<file path="src/sjf_pkg.sv">
`timescale 1ns / 1ps
// ----------------------------------------------------------------------------
// sjf_pkg: shared types and constants of the shortest-job-first scheduler
// Holds the controller state type, the command and status bundles that join
// the controller and the datapath, and the fixed field widths of the ports.
// ----------------------------------------------------------------------------
package sjf_pkg;

	// Fixed widths of the request and result fields.
	localparam int IN_TIME_W  = 16;
	localparam int IDX_W      = 4;
	localparam int OUT_TIME_W = 21;
	localparam int SUM_W      = 25;
	localparam int CNT_W      = 5;

	// Controller states.
	typedef enum logic [2:0] {
		ST_LOAD,
		ST_INIT,
		ST_SCAN,
		ST_DRAIN,
		ST_EMIT
	} sjf_state_t;

	// Commands from the controller to the datapath.
	typedef struct packed {
		logic load;    // store the accepted request
		logic init;    // restart the scan of the stored set
		logic issue;   // read the next stored entry
		logic commit;  // schedule the chosen job and register its result
		logic clear;   // return the set state to empty
	} sjf_cmd_t;

	// Status from the datapath to the controller.
	typedef struct packed {
		logic issue_last;  // the entry being read is the last stored one
		logic out_free;    // the result register can take a new result
		logic final_pick;  // the next commit schedules the final job
	} sjf_sts_t;

endpackage

</file>
<file path="src/sjf_ram.sv">
`timescale 1ns / 1ps
// ----------------------------------------------------------------------------
// sjf_ram: generic single-write, single-read RAM
// One write port and one read port; the read data is registered.
// ----------------------------------------------------------------------------
module sjf_ram #(
	parameter int WIDTH = 32,
	parameter int DEPTH = 16,
	parameter int AW    = (DEPTH > 1) ? $clog2(DEPTH) : 1
) (
	input  logic             clk,
	input  logic             we,
	input  logic [AW-1:0]    waddr,
	input  logic [WIDTH-1:0] wdata,
	input  logic [AW-1:0]    raddr,
	output logic [WIDTH-1:0] rdata
);

	logic [WIDTH-1:0] mem_q [DEPTH];

	// Write port.
	always_ff @(posedge clk) begin
		if (we) begin
			mem_q[waddr] <= wdata;
		end
	end

	// Registered read port.
	always_ff @(posedge clk) begin
		rdata <= mem_q[raddr];
	end

endmodule

</file>
<file path="src/sjf_datapath.sv">
`timescale 1ns / 1ps
// ----------------------------------------------------------------------------
// sjf_datapath: job store, selection scan and result register
// Stores the jobs of a set, scans them one entry per cycle to find the next
// job, keeps the schedule clock and wait sum, and holds the result register.
// ----------------------------------------------------------------------------
module sjf_datapath
	import sjf_pkg::*;
#(
	parameter int MAX_JOBS  = 16,
	parameter int TIME_BITS = 16
) (
	input  logic                  clk,
	input  logic                  arst_n,
	input  sjf_cmd_t              cmd,
	output sjf_sts_t              sts,
	input  logic [IN_TIME_W-1:0]  arrival_time,
	input  logic [IN_TIME_W-1:0]  burst_time,
	output logic                  out_valid,
	input  logic                  out_stall,
	output logic [IDX_W-1:0]      job_index,
	output logic [OUT_TIME_W-1:0] start_time,
	output logic [OUT_TIME_W-1:0] completion_time,
	output logic [OUT_TIME_W-1:0] wait_time,
	output logic [SUM_W-1:0]      total_wait,
	output logic [CNT_W-1:0]      job_count,
	output logic                  last_result
);

	localparam int IW = (MAX_JOBS > 1) ? $clog2(MAX_JOBS) : 1;
	localparam int CW = $clog2(MAX_JOBS + 1);
	localparam int TW = TIME_BITS + CW;
	localparam int EW = 2 * TIME_BITS;

	// Set state.
	logic [CW-1:0]    loaded_count_q;
	logic [CW-1:0]    sched_count_q;
	logic [TW-1:0]    cur_time_q;
	logic [SUM_W-1:0] wait_sum_q;
	logic             done_q [MAX_JOBS];

	// Scan state.
	logic [IW-1:0]        scan_idx_q;
	logic [IW-1:0]        idx_s1;
	logic                 vld_s1;
	logic                 found_q;
	logic [IW-1:0]        bi_q;
	logic [TIME_BITS-1:0] bb_q;
	logic [TIME_BITS-1:0] ba_q;
	logic                 efound_q;
	logic [IW-1:0]        ei_q;
	logic [TIME_BITS-1:0] eb_q;
	logic [TIME_BITS-1:0] ea_q;

	// Result register.
	logic                  out_valid_q;
	logic [IDX_W-1:0]      job_index_q;
	logic [OUT_TIME_W-1:0] start_time_q;
	logic [OUT_TIME_W-1:0] completion_time_q;
	logic [OUT_TIME_W-1:0] wait_time_q;
	logic [SUM_W-1:0]      total_wait_q;
	logic [CNT_W-1:0]      job_count_q;
	logic                  last_result_q;

	// Store write data, masked to the time width.
	logic [31:0]          arr_ext;
	logic [31:0]          bur_ext;
	logic [EW-1:0]        wdata;
	logic                 wr_en;
	logic [EW-1:0]        rdata;
	logic [TIME_BITS-1:0] rd_arr;
	logic [TIME_BITS-1:0] rd_bur;
	logic                 rd_done;
	logic                 rd_ready;
	logic                 rd_earlier;

	assign arr_ext = {16'b0, arrival_time};
	assign bur_ext = {16'b0, burst_time};
	assign wdata   = {bur_ext[TIME_BITS-1:0], arr_ext[TIME_BITS-1:0]};
	assign wr_en   = cmd.load && (loaded_count_q < CW'(MAX_JOBS));

	sjf_ram #(
		.WIDTH (EW),
		.DEPTH (MAX_JOBS),
		.AW    (IW)
	) u_store (
		.clk   (clk),
		.we    (wr_en),
		.waddr (loaded_count_q[IW-1:0]),
		.wdata (wdata),
		.raddr (scan_idx_q),
		.rdata (rdata)
	);

	// Compare the entry that returns from the store.
	always_comb begin
		rd_arr     = rdata[TIME_BITS-1:0];
		rd_bur     = rdata[EW-1:TIME_BITS];
		rd_done    = done_q[idx_s1];
		rd_ready   = !rd_done && (TW'(rd_arr) <= cur_time_q);
		rd_earlier = !rd_done && (!efound_q || (rd_arr < ea_q) ||
			((rd_arr == ea_q) && (rd_bur < eb_q)));
	end

	// Chosen job and its timing.
	logic [IW-1:0]        pick_idx;
	logic [TIME_BITS-1:0] pick_bur;
	logic [TIME_BITS-1:0] pick_arr;
	logic [TW-1:0]        start_w;
	logic [TW-1:0]        finish_w;
	logic [TW-1:0]        wait_w;
	logic [SUM_W-1:0]     sum_next;
	logic [63:0]          start64;
	logic [63:0]          finish64;
	logic [63:0]          wait64;
	logic [31:0]          idx32;
	logic [31:0]          cnt32;

	always_comb begin
		pick_idx = found_q ? bi_q : ei_q;
		pick_bur = found_q ? bb_q : eb_q;
		pick_arr = found_q ? ba_q : ea_q;
		start_w  = found_q ? cur_time_q : TW'(ea_q);
		finish_w = start_w + TW'(pick_bur);
		wait_w   = start_w - TW'(pick_arr);
		start64  = 64'(start_w);
		finish64 = 64'(finish_w);
		wait64   = 64'(wait_w);
		sum_next = wait_sum_q + wait64[SUM_W-1:0];
		idx32    = 32'(pick_idx);
		cnt32    = 32'(loaded_count_q);
	end

	assign sts.issue_last = (CW'(scan_idx_q) == (loaded_count_q - CW'(1)));
	assign sts.out_free   = !out_valid_q || !out_stall;
	assign sts.final_pick = (CW'(sched_count_q + CW'(1)) == loaded_count_q);

	// Set counters, schedule clock and wait sum.
	always_ff @(posedge clk or negedge arst_n) begin
		if (!arst_n) begin
			loaded_count_q <= '0;
			sched_count_q  <= '0;
			cur_time_q     <= '0;
			wait_sum_q     <= '0;
		end else if (cmd.clear) begin
			loaded_count_q <= '0;
			sched_count_q  <= '0;
			cur_time_q     <= '0;
			wait_sum_q     <= '0;
		end else begin
			if (wr_en) begin
				loaded_count_q <= loaded_count_q + CW'(1);
			end
			if (cmd.commit) begin
				sched_count_q <= sched_count_q + CW'(1);
				cur_time_q    <= finish_w;
				wait_sum_q    <= sum_next;
			end
		end
	end

	// Finished flags, one per stored job.
	always_ff @(posedge clk or negedge arst_n) begin
		if (!arst_n) begin
			for (int i = 0; i < MAX_JOBS; i++) begin
				done_q[i] <= 1'b0;
			end
		end else if (cmd.clear) begin
			for (int i = 0; i < MAX_JOBS; i++) begin
				done_q[i] <= 1'b0;
			end
		end else if (cmd.commit) begin
			done_q[pick_idx] <= 1'b1;
		end
	end

	// Scan address and read pipeline.
	always_ff @(posedge clk or negedge arst_n) begin
		if (!arst_n) begin
			scan_idx_q <= '0;
			vld_s1     <= 1'b0;
		end else begin
			vld_s1 <= cmd.issue;
			if (cmd.init) begin
				scan_idx_q <= '0;
			end else if (cmd.issue) begin
				scan_idx_q <= scan_idx_q + IW'(1);
			end
		end
	end

	always_ff @(posedge clk) begin
		idx_s1 <= scan_idx_q;
	end

	// Running best: shortest ready job, and earliest pending job.
	always_ff @(posedge clk or negedge arst_n) begin
		if (!arst_n) begin
			found_q  <= 1'b0;
			efound_q <= 1'b0;
		end else if (cmd.init) begin
			found_q  <= 1'b0;
			efound_q <= 1'b0;
		end else if (vld_s1) begin
			if (rd_ready && (!found_q || (rd_bur < bb_q))) begin
				found_q <= 1'b1;
			end
			if (rd_earlier) begin
				efound_q <= 1'b1;
			end
		end
	end

	always_ff @(posedge clk) begin
		if (vld_s1) begin
			if (rd_ready && (!found_q || (rd_bur < bb_q))) begin
				bi_q <= idx_s1;
				bb_q <= rd_bur;
				ba_q <= rd_arr;
			end
			if (rd_earlier) begin
				ei_q <= idx_s1;
				eb_q <= rd_bur;
				ea_q <= rd_arr;
			end
		end
	end

	// Result register.
	always_ff @(posedge clk or negedge arst_n) begin
		if (!arst_n) begin
			out_valid_q <= 1'b0;
		end else if (cmd.commit) begin
			out_valid_q <= 1'b1;
		end else if (!out_stall) begin
			out_valid_q <= 1'b0;
		end
	end

	always_ff @(posedge clk) begin
		if (cmd.commit) begin
			job_index_q       <= idx32[IDX_W-1:0];
			start_time_q      <= start64[OUT_TIME_W-1:0];
			completion_time_q <= finish64[OUT_TIME_W-1:0];
			wait_time_q       <= wait64[OUT_TIME_W-1:0];
			total_wait_q      <= sts.final_pick ? sum_next : '0;
			job_count_q       <= sts.final_pick ? cnt32[CNT_W-1:0] : '0;
			last_result_q     <= sts.final_pick;
		end
	end

	assign out_valid       = out_valid_q;
	assign job_index       = job_index_q;
	assign start_time      = start_time_q;
	assign completion_time = completion_time_q;
	assign wait_time       = wait_time_q;
	assign total_wait      = total_wait_q;
	assign job_count       = job_count_q;
	assign last_result     = last_result_q;

	// A result is only registered when the previous one has gone.
	a_commit_free: assert property (@(posedge clk) disable iff (!arst_n)
		cmd.commit |-> sts.out_free)
		else $error("result register overwritten");

	// Every commit has a pending job to schedule.
	a_commit_found: assert property (@(posedge clk) disable iff (!arst_n)
		cmd.commit |-> (found_q || efound_q))
		else $error("commit without a pending job");

	// The schedule clock never runs backwards within a set.
	a_time_mono: assert property (@(posedge clk) disable iff (!arst_n)
		(cmd.commit && !cmd.clear) |=> (cur_time_q >= $past(cur_time_q)))
		else $error("schedule clock went backwards");

	// The stored set never grows beyond the store.
	a_count_bound: assert property (@(posedge clk) disable iff (!arst_n)
		loaded_count_q <= CW'(MAX_JOBS))
		else $error("loaded count beyond store depth");

endmodule

</file>
<file path="src/sjf_ctrl.sv">
`timescale 1ns / 1ps
// ----------------------------------------------------------------------------
// sjf_ctrl: scheduler controller
// Sequences loading, the per-choice scan of the store and the result commit.
// ----------------------------------------------------------------------------
module sjf_ctrl
	import sjf_pkg::*;
(
	input  logic     clk,
	input  logic     arst_n,
	input  logic     in_valid,
	input  logic     last_job,
	output logic     in_stall,
	output sjf_cmd_t cmd,
	input  sjf_sts_t sts
);

	sjf_state_t state_q;
	sjf_state_t state_d;

	// State register.
	always_ff @(posedge clk or negedge arst_n) begin
		if (!arst_n) begin
			state_q <= ST_LOAD;
		end else begin
			state_q <= state_d;
		end
	end

	// Next state.
	always_comb begin
		state_d = state_q;
		unique case (state_q)
			ST_LOAD: begin
				if (in_valid && last_job) begin
					state_d = ST_INIT;
				end
			end
			ST_INIT: begin
				state_d = ST_SCAN;
			end
			ST_SCAN: begin
				if (sts.issue_last) begin
					state_d = ST_DRAIN;
				end
			end
			ST_DRAIN: begin
				state_d = ST_EMIT;
			end
			ST_EMIT: begin
				if (sts.out_free) begin
					state_d = sts.final_pick ? ST_LOAD : ST_INIT;
				end
			end
			default: begin
				state_d = ST_LOAD;
			end
		endcase
	end

	// Outputs.
	always_comb begin
		cmd      = '0;
		in_stall = 1'b1;
		unique case (state_q)
			ST_LOAD: begin
				in_stall = 1'b0;
				cmd.load = in_valid;
			end
			ST_INIT: begin
				cmd.init = 1'b1;
			end
			ST_SCAN: begin
				cmd.issue = 1'b1;
			end
			ST_DRAIN: begin
				cmd = '0;
			end
			ST_EMIT: begin
				cmd.commit = sts.out_free;
				cmd.clear  = sts.out_free && sts.final_pick;
			end
			default: begin
				cmd = '0;
			end
		endcase
	end

	// Requests are only taken while loading.
	a_load_state: assert property (@(posedge clk) disable iff (!arst_n)
		cmd.load |-> (state_q == ST_LOAD))
		else $error("request stored outside loading");

endmodule

</file>
<file path="src/nonpreemptive_sjf_scheduler_top.sv">
`timescale 1ns / 1ps
// ----------------------------------------------------------------------------
// nonpreemptive_sjf_scheduler_top: non-preemptive shortest-job-first scheduler
// Loads a set of jobs, then emits one result per job in schedule order.
// ----------------------------------------------------------------------------
// Requests are taken while loading; the request marked last starts the run.
// Each result of an N-job set is found in order by setup, N reads through the
// single store read port, the last compare, and the commit.
// Results leave through a result register.
// The next set is taken while the final result still waits in the register.
// Reset clears the controller, counters and finished flags; the store is not.
// ----------------------------------------------------------------------------
module nonpreemptive_sjf_scheduler_top
	import sjf_pkg::*;
#(
	parameter int MAX_JOBS  = 16,
	parameter int TIME_BITS = 16
) (
	input  logic                  clk,
	input  logic                  arst_n,
	input  logic                  in_valid,
	output logic                  in_stall,
	input  logic [IN_TIME_W-1:0]  arrival_time,
	input  logic [IN_TIME_W-1:0]  burst_time,
	input  logic                  last_job,
	output logic                  out_valid,
	input  logic                  out_stall,
	output logic [IDX_W-1:0]      job_index,
	output logic [OUT_TIME_W-1:0] start_time,
	output logic [OUT_TIME_W-1:0] completion_time,
	output logic [OUT_TIME_W-1:0] wait_time,
	output logic [SUM_W-1:0]      total_wait,
	output logic [CNT_W-1:0]      job_count,
	output logic                  last_result
);

	sjf_cmd_t cmd;
	sjf_sts_t sts;

	// Controller.
	sjf_ctrl u_ctrl (
		.clk      (clk),
		.arst_n   (arst_n),
		.in_valid (in_valid),
		.last_job (last_job),
		.in_stall (in_stall),
		.cmd      (cmd),
		.sts      (sts)
	);

	// Datapath.
	sjf_datapath #(
		.MAX_JOBS  (MAX_JOBS),
		.TIME_BITS (TIME_BITS)
	) u_datapath (
		.clk             (clk),
		.arst_n          (arst_n),
		.cmd             (cmd),
		.sts             (sts),
		.arrival_time    (arrival_time),
		.burst_time      (burst_time),
		.out_valid       (out_valid),
		.out_stall       (out_stall),
		.job_index       (job_index),
		.start_time      (start_time),
		.completion_time (completion_time),
		.wait_time       (wait_time),
		.total_wait      (total_wait),
		.job_count       (job_count),
		.last_result     (last_result)
	);

endmodule

</file>
<file path="config.mk">
export PLATFORM = sky130hd
export DESIGN_NAME = nonpreemptive_sjf_scheduler_top
export DESIGN_NICKNAME = d
export VERILOG_FILES = /design/src/sjf_pkg.sv /design/src/sjf_ram.sv /design/src/sjf_datapath.sv /design/src/sjf_ctrl.sv /design/src/nonpreemptive_sjf_scheduler_top.sv
export SDC_FILE = /design/constraint.sdc
export NUM_CORES = 1
export LEC_CHECK = 0
export ABC_CLOCK_PERIOD_IN_PS = 5700
export BUFFER_PORTS_ARGS = -buffer_cell sky130_fd_sc_hd__buf_2
export CAP_MARGIN = 20
export CORE_MARGIN = 1.5
export CORE_UTILIZATION = 45
export CTS_CLUSTER_DIAMETER = 40
export CTS_CLUSTER_SIZE = 10
export DETAILED_ROUTE_END_ITERATION = 10
export GPL_ROUTABILITY_DRIVEN = 0
export PLACE_DENSITY = 0.61
export SYNTH_ARGS = -nofsm -noshare
export SYNTH_HDL_FRONTEND = slang
export SYNTH_SLANG_ARGS = --single-unit
</file>
<file path="constraint.sdc">
create_clock -name clk -period 5.7 [get_ports clk]
set_input_delay 0.285 -clock clk [delete_from_list [all_inputs] [get_ports clk]]
set_output_delay 0.285 -clock clk [all_outputs]
set_load 0.05 [all_outputs]
</file>
After elaboration in Yosys (flattened, before gate mapping). Memory sizes are Yosys's and may differ from the RTL's. A register that Yosys moved wholly into a read port is not among the register bits. Index checks and enable logic that the tools add are counted.

Reduce and logical (&&, ||, !) cells: 29. Eq/ne operators: 11. Multiplexer cells: 41. Add/subtract/negate cells: 7. Bitwise operators: 3. Magnitude comparators: 8.

Operators with widths (count): 2-to-1 mux 16 bit (4); 2-to-1 mux 21 bit (3); 2-to-1 mux 25 bit (2); < comparator 16 bit (3); adder 25 x 21 -> 25 bit (1); adder 21 x 16 -> 21 bit (1); <= comparator 16 x 21 -> 1 bit (1); subtractor 21 x 16 -> 21 bit (1); 2-to-1 mux 5 bit (4); 2-to-1 mux 1 bit (18); equality test 16 bit (1); OR 16 bit (1); one-hot mux 3 bit (5 select lines) (1); 2-to-1 mux 4 bit (3); nonzero test 2 bit (6); adder 5 x 1 -> 5 bit, second input constant (2); >= comparator 5 bit, second input constant (2); inverter 4 -> 5 bit (2); 2-to-1 mux 3 bit (3); logical AND 1 bit (8); AND reduction 2 bit (4); equality test 3 x 2 -> 1 bit, second input constant (2); inequality test 2 x 1 -> 1 bit, second input constant (3); equality test 4 x 5 -> 1 bit (1); 15 further kinds (22).

Memory bits (writable): 512. Input port bits: 37. Memories: 1. Output and inout port bits: 100. Flip-flop bits (word level): 257.

Memory list: u_datapath.u_store.mem_q (depth 16, bits a word 32, read ports 1, clocked after memory_dff 1, write ports 1, line sjf_ram.sv:19) `logic [WIDTH-1:0] mem_q [DEPTH];`.

Longest topological paths before layout.
Word-level depth: 10. Mapped depth: 23.

Hierarchy. From an unflattened synthesis, not the netlist that was laid out.

Cell total of the unflattened synthesis: 2110. Area total of the unflattened synthesis: 33900.0 sq um.

Modules (own cells, without submodules): sjf_ram (area each 19854.0 sq um, cells each 838, times used 1); sjf_datapath (area each 13845.8 sq um, cells each 1251, times used 1); sjf_ctrl (area each 200.2 sq um, cells each 21, times used 1).

Worst setup path before layout. Ideal clock, no wire load.

Path kind: reg-to-reg. Start: reg u_datapath.found_q. End: reg u_datapath.total_wait_q[21], in the netlist u_datapath.total_wait[21], data pin. Data arrival time: 4.854 ns. Buffers on the path: 4. Required time: 5.434 ns. Path slack: 0.580 ns. Setup time: 0.266 ns. Stages on the path, launching flop included: 22. Cell sequence: dfrtp_1 -> buf_1 -> buf_1 -> clkbuf_1 -> mux2i_1 -> ha_1 -> nor2b_1 -> o21ai_0 -> a32o_1 -> o21ai_0 -> a31oi_1 -> o21ai_0 -> xnor2_1 -> ha_1 -> buf_2 -> a21o_1 -> a211o_1 -> nor2b_1 -> o31ai_1 -> and2b_1 -> xor2_1 -> nor2_1.

Word-level cells in the longest chain between the ends: 3.

Ends and longest elaborated chain: start, declared (line sjf_datapath.sv:46) `logic found_q;`; start signal, assigned (line sjf_datapath.sv:199) `found_q <= 1'b0;`; start signal, assigned (line sjf_datapath.sv:202) `found_q <= 1'b0;`; start signal, assigned (line sjf_datapath.sv:206) `found_q <= 1'b1;`; 2-to-1 mux 21 bit / 2-to-1 mux 16 bit (equally long branches) (line sjf_datapath.sv:123, sjf_datapath.sv:122); subtractor 21 x 16 -> 21 bit (*) (line sjf_datapath.sv:125) `wait_w = start_w - TW'(pick_arr);`; via u_datapath.wait_w[16] (line sjf_datapath.sv:111) `logic [TW-1:0] wait_w;`; adder 25 x 21 -> 25 bit (*) (line sjf_datapath.sv:129) `sum_next = wait_sum_q + wait64[SUM_W-1:0];`; end signal, assigned (line sjf_datapath.sv:246) `total_wait_q <= sts.final_pick ? sum_next : '0;`; end, declared (line sjf_datapath.sv:61) `logic [SUM_W-1:0] total_wait_q;`.

The timed path passes the listed nets; every way through them passes the cells marked *. A chain may end at the register's enable or synchronous reset.

Worst setup path after layout. Ends and elaborated chain as after synthesis.

==> metrics.md <==
| Metric | Value |
|---|---|
| WL/cell | `23.33 um` |
| Buffers inserted during post-CTS setup optimization | `0` |
| Die Y | `278.1 um` |
| Dpl cell area | `0.03603 mm^2` |
| Synth top area cells | `edfxtp_1, dfrtp_1, mux4_2, ha_1, mux2i_1` |
| Remaining DRCs | `0` |
| Clock Latency Late Sink | `690 ps` |
| YS warnings | `0` |
| Row cnt | `100` |
| Synth Area in Compound Gates | `approximately 8.5%` |
| Total Wirelength | `83190 um` |
| Synth Cell Area | `~0.034 mm^2` |
| Syn Nets | `2440` |
| Rel. slew slack | `32.31%` |
| Final Skew | `49.65 ps` |
| Setup CP Type | `flop to flop` |
| Leakage | `0.01500 uW` |
| Critical-path cell list | `buf_4 > mux2i_1 > ha_1 > nor2b_1 > o21ai_0 > a32o_1 > o21ai_0 > a31oi_1 > o21ai_0 > xnor2_1 > ha_1 > a21o_1 > a211o_1 > nor2b_1 > o31ai_1 > and2b_1 > xor2_1 > nor2_1` |
| H-tree level count | `3` |
| CTS Buf Count | `113` |
| Fin crit period | `5308 ps` |
| Die Area | `just under 0.08 mm^2` |
| Area Growth Syn to Fin | `17.76%` |
| Async SR Flop Fraction | `10.36%` |
| Starting Density | `45.59%` |
| First-pass DRT Iterations | `6` |
| Hold slack | `121.6 ps` |
| Vias | `approximately 20000` |
| CTS Buffer Depth | `3` |
| I/O Pins | `137` |
| Post-synth EDFFs | `682` |
| FILL cells | `6009` |
| Post-layout instance area | `around 0.04 mm^2` |
| Max Slew Vio Count | `0` |
| Reg2Reg Setup Slack | `a little under 400 ps` |
| Synth Area in Adders | `4.659%` |
| Sink Count | `~800` |
| VDD IR max | `between 0.4 and 0.5 mV` |
| Slowest cell on crit path | `dfrtp_2` |
| Setup TNS Final | `0 ps` |
| Vias in the first global route | `20590` |
| CTS tree | `built` |
| Clk root buf | `clkbuf_16` |
| Setup crit end kind | `flop` |
| Final Hold Viols | `0` |
| Max Clock Freq | `0.1884 GHz` |
| Status | `complete, no violations` |
| Cell taking the most area after synthesis | `edfxtp_1` |
| Slew @ Worst Pin | `around 1000 ps` |
| Initial antenna violation count | `5` |
| Die W | `278.1 um` |
| Xor and xnor fraction of the mapped netlist area | `1.903%` |
| Core Region | `0.07470 mm^2` |
| Yosys top cell area share | `roughly 60%` |
| Clock transition at the registers of the reported paths | `50 ps` |
| Commonest non-fill, non-tap cell in the layout | `edfxtp_1` |
| Simple-Gate Fraction of Synth Area | `5.375%` |
| Finish-stage setup viols | `0` |
| Worst hold path class | `input pin to flop` |
| Critical Path RT | `a little over 6000 ps` |
| Largest net degree at the start of global routing | `75` |
| Synth Register Bits | `801` |
| Distinct cell type count after synthesis | `74` |
| Pwr Total | `26660 uW` |
| Syn_area_per_cell | `14.95 um^2` |
| Via density | `5.597` |
| Worst EP arrival | `approximately 5700 ps` |
| Tcrit/Tclk final | `roughly 93%` |
| Max-capacitance violation count | `0` |
| Starting DRT DRC Count | `about 1700` |
| IO Port Bufs | `around 140` |
| Register area share after synthesis | `between 60% and 70%` |
| Global route overflow | `0` |
| Pwr/cell area | `664.8 mW/mm^2` |
| Nets | `2666` |
| Mapped Cells | `approximately 2300` |
| Largest family of logic cells by synthesized area | `multiplexers` |
| Crit path max fanout | `39` |
| Layout cells sized above 1 | `18.23%` |
| Top FF cell, synth | `edfxtp_1` |
| Most frequent cells in the layout | `edfxtp_1, nand2_1, o21ai_0` |
| Total Routing Usage GR | `21.68%` |
| Crit-path max cell delay | `around 470 ps` |
| Detail Placement HPWL | `51420 um` |
| First-pass GRT wire length | `~130000 um` |
| Multiplexer share of the synthesized area | `9.038%` |
| RSZ-0062 raised after global routing | `false` |
| Critical Path Start Type | `flop` |
| Post-route ant nets | `0` |
| Critical Path Most Common Cell | `o21ai_0` |
synth_stat cells (all sizes together) (3+ instances only):
master and n:
o211ai 3, mux4 69, a221oi 34, nor2b 13, fa 3, ha 122, nand2b 12, nand4 15
a22oi 32, mux2 18, xnor2 50, edfxtp 682, nand2 198, o31ai 10, xor2 24, a211oi 6
o21a 8, dfrtp 83, dfxtp 36, buf 37, and3 10, nand3 25, and2 9, or3 8
inv 88, a21o 40, clkbuf 61, a22o 6, nor4 3, nor3b 3, o22ai 4, nor2 96
mux2i 132, o21bai 6, a31oi 12, a211o 3, a21oi 112, nor3 16, o21ai 156
critical path: cells and delay by family, from the launching register on:
| family | cells | cell delay, ps |
|---|---|---|
| AND/OR/NAND/NOR | 4 | 640 |
| buffers and inverters | 1 | 440 |
| AO/OA/AOI/OAI | 8 | 2120 |
| XOR/XNOR | 2 | 490 |
| adder cells (fa/ha/maj) | 2 | 590 |
| flip-flops | 1 | 470 |
| multiplexers | 1 | 270 |
state kept, by name, summed over array words and instances, names as in the netlist, 5 cells and up:
name and cells:
u_datapath.ba_q 16, u_datapath.bb_q 16, u_datapath.completion_time 21, u_datapath.cur_time_q 21
u_datapath.done_q 16, u_datapath.ea_q 16, u_datapath.eb_q 16, u_datapath.job_count 5
u_datapath.loaded_count_q 5, u_datapath.sched_count_q 5, u_datapath.start_time 21, u_datapath.total_wait 25
u_datapath.u_store.mem_q 512, u_datapath.u_store.rdata 32, u_datapath.wait_sum_q 25, u_datapath.wait_time 21
worst paths after layout:
path,startpoint,end,cells past startpoint
worst min register to register,u_datapath.u_store.rdata[0],u_datapath.ba_q[0],0
worst max-delay path,u_datapath.found_q,u_datapath.total_wait[21],18
max in group asynchronous,arst_n,u_datapath.done_q[1],3
worst min-delay path,last_job,u_ctrl.state_q[0],5
min in group asynchronous,arst_n,u_datapath.wait_sum_q[16],2
worst max register to register,u_datapath.found_q,u_datapath.total_wait[21],18
layer usage:
metal | GRT usage (%) | routed length [um]
met5 | 0 | 35
met4 | 7.762 | 2340
met3 | 3.190 | 4122
met2 | 37.09 | 41610
met1 | 28.15 | 35080
logic make-up (layout without fill, tap and decap cells):
family	Yosys count	in the layout
AND/OR/NAND/NOR	413	413
AO/OA/AOI/OAI	459	459
other	0	1
flip-flops	801	801
XOR/XNOR	74	74
buffers and inverters	187	504
adder cells (fa/ha/maj)	125	125
multiplexers	219	219
final cells by class:
cell class                      instances  area, um^2  area share [%]
Tap cell                              969        1212           3.023
Timing Repair Buffer                  209        1341           3.345
Multi-Input combinational cell       1290       10190           25.41
Clock inverter                         52       616.8           1.538
Sequential cell                       801       23290           58.07
Inverter                               89       336.6          0.8393
Antenna cell                            1       2.502        0.006240
Clock buffer                          154        3114           7.766
power breakdown:
part           internal, uW  total, uW  leakage (uW)  switching, uW
logic                  4260      11500       0.00570           7200
clock network          4170       6760       0.00179           2600
registers              7700       8440       0.00751            742
total                 16100      26700        0.0150          10500
through the flow:
step / setup WS, ps / std cells / utilization [%]
after floorplan: 580.3 / 2278 / -
after global placement: 721.4 / 3324 / 48.23
after detailed placement: 532.1 / 3324 / 48.23
after CTS: 477.8 / 3564 / 53.69
after global routing: 15.22 / 3565 / 53.69
final: 392.5 / 3565 / 53.69
what timing repair did:
| action | in CTS | in global routing |
|---|---|---|
| hold buffers | 34 | 0 |
| hold endpoints to repair | 496 | 0 |
| resized for setup | 0 | 0 |
Note: power is estimated with default switching activity, not from simulation.
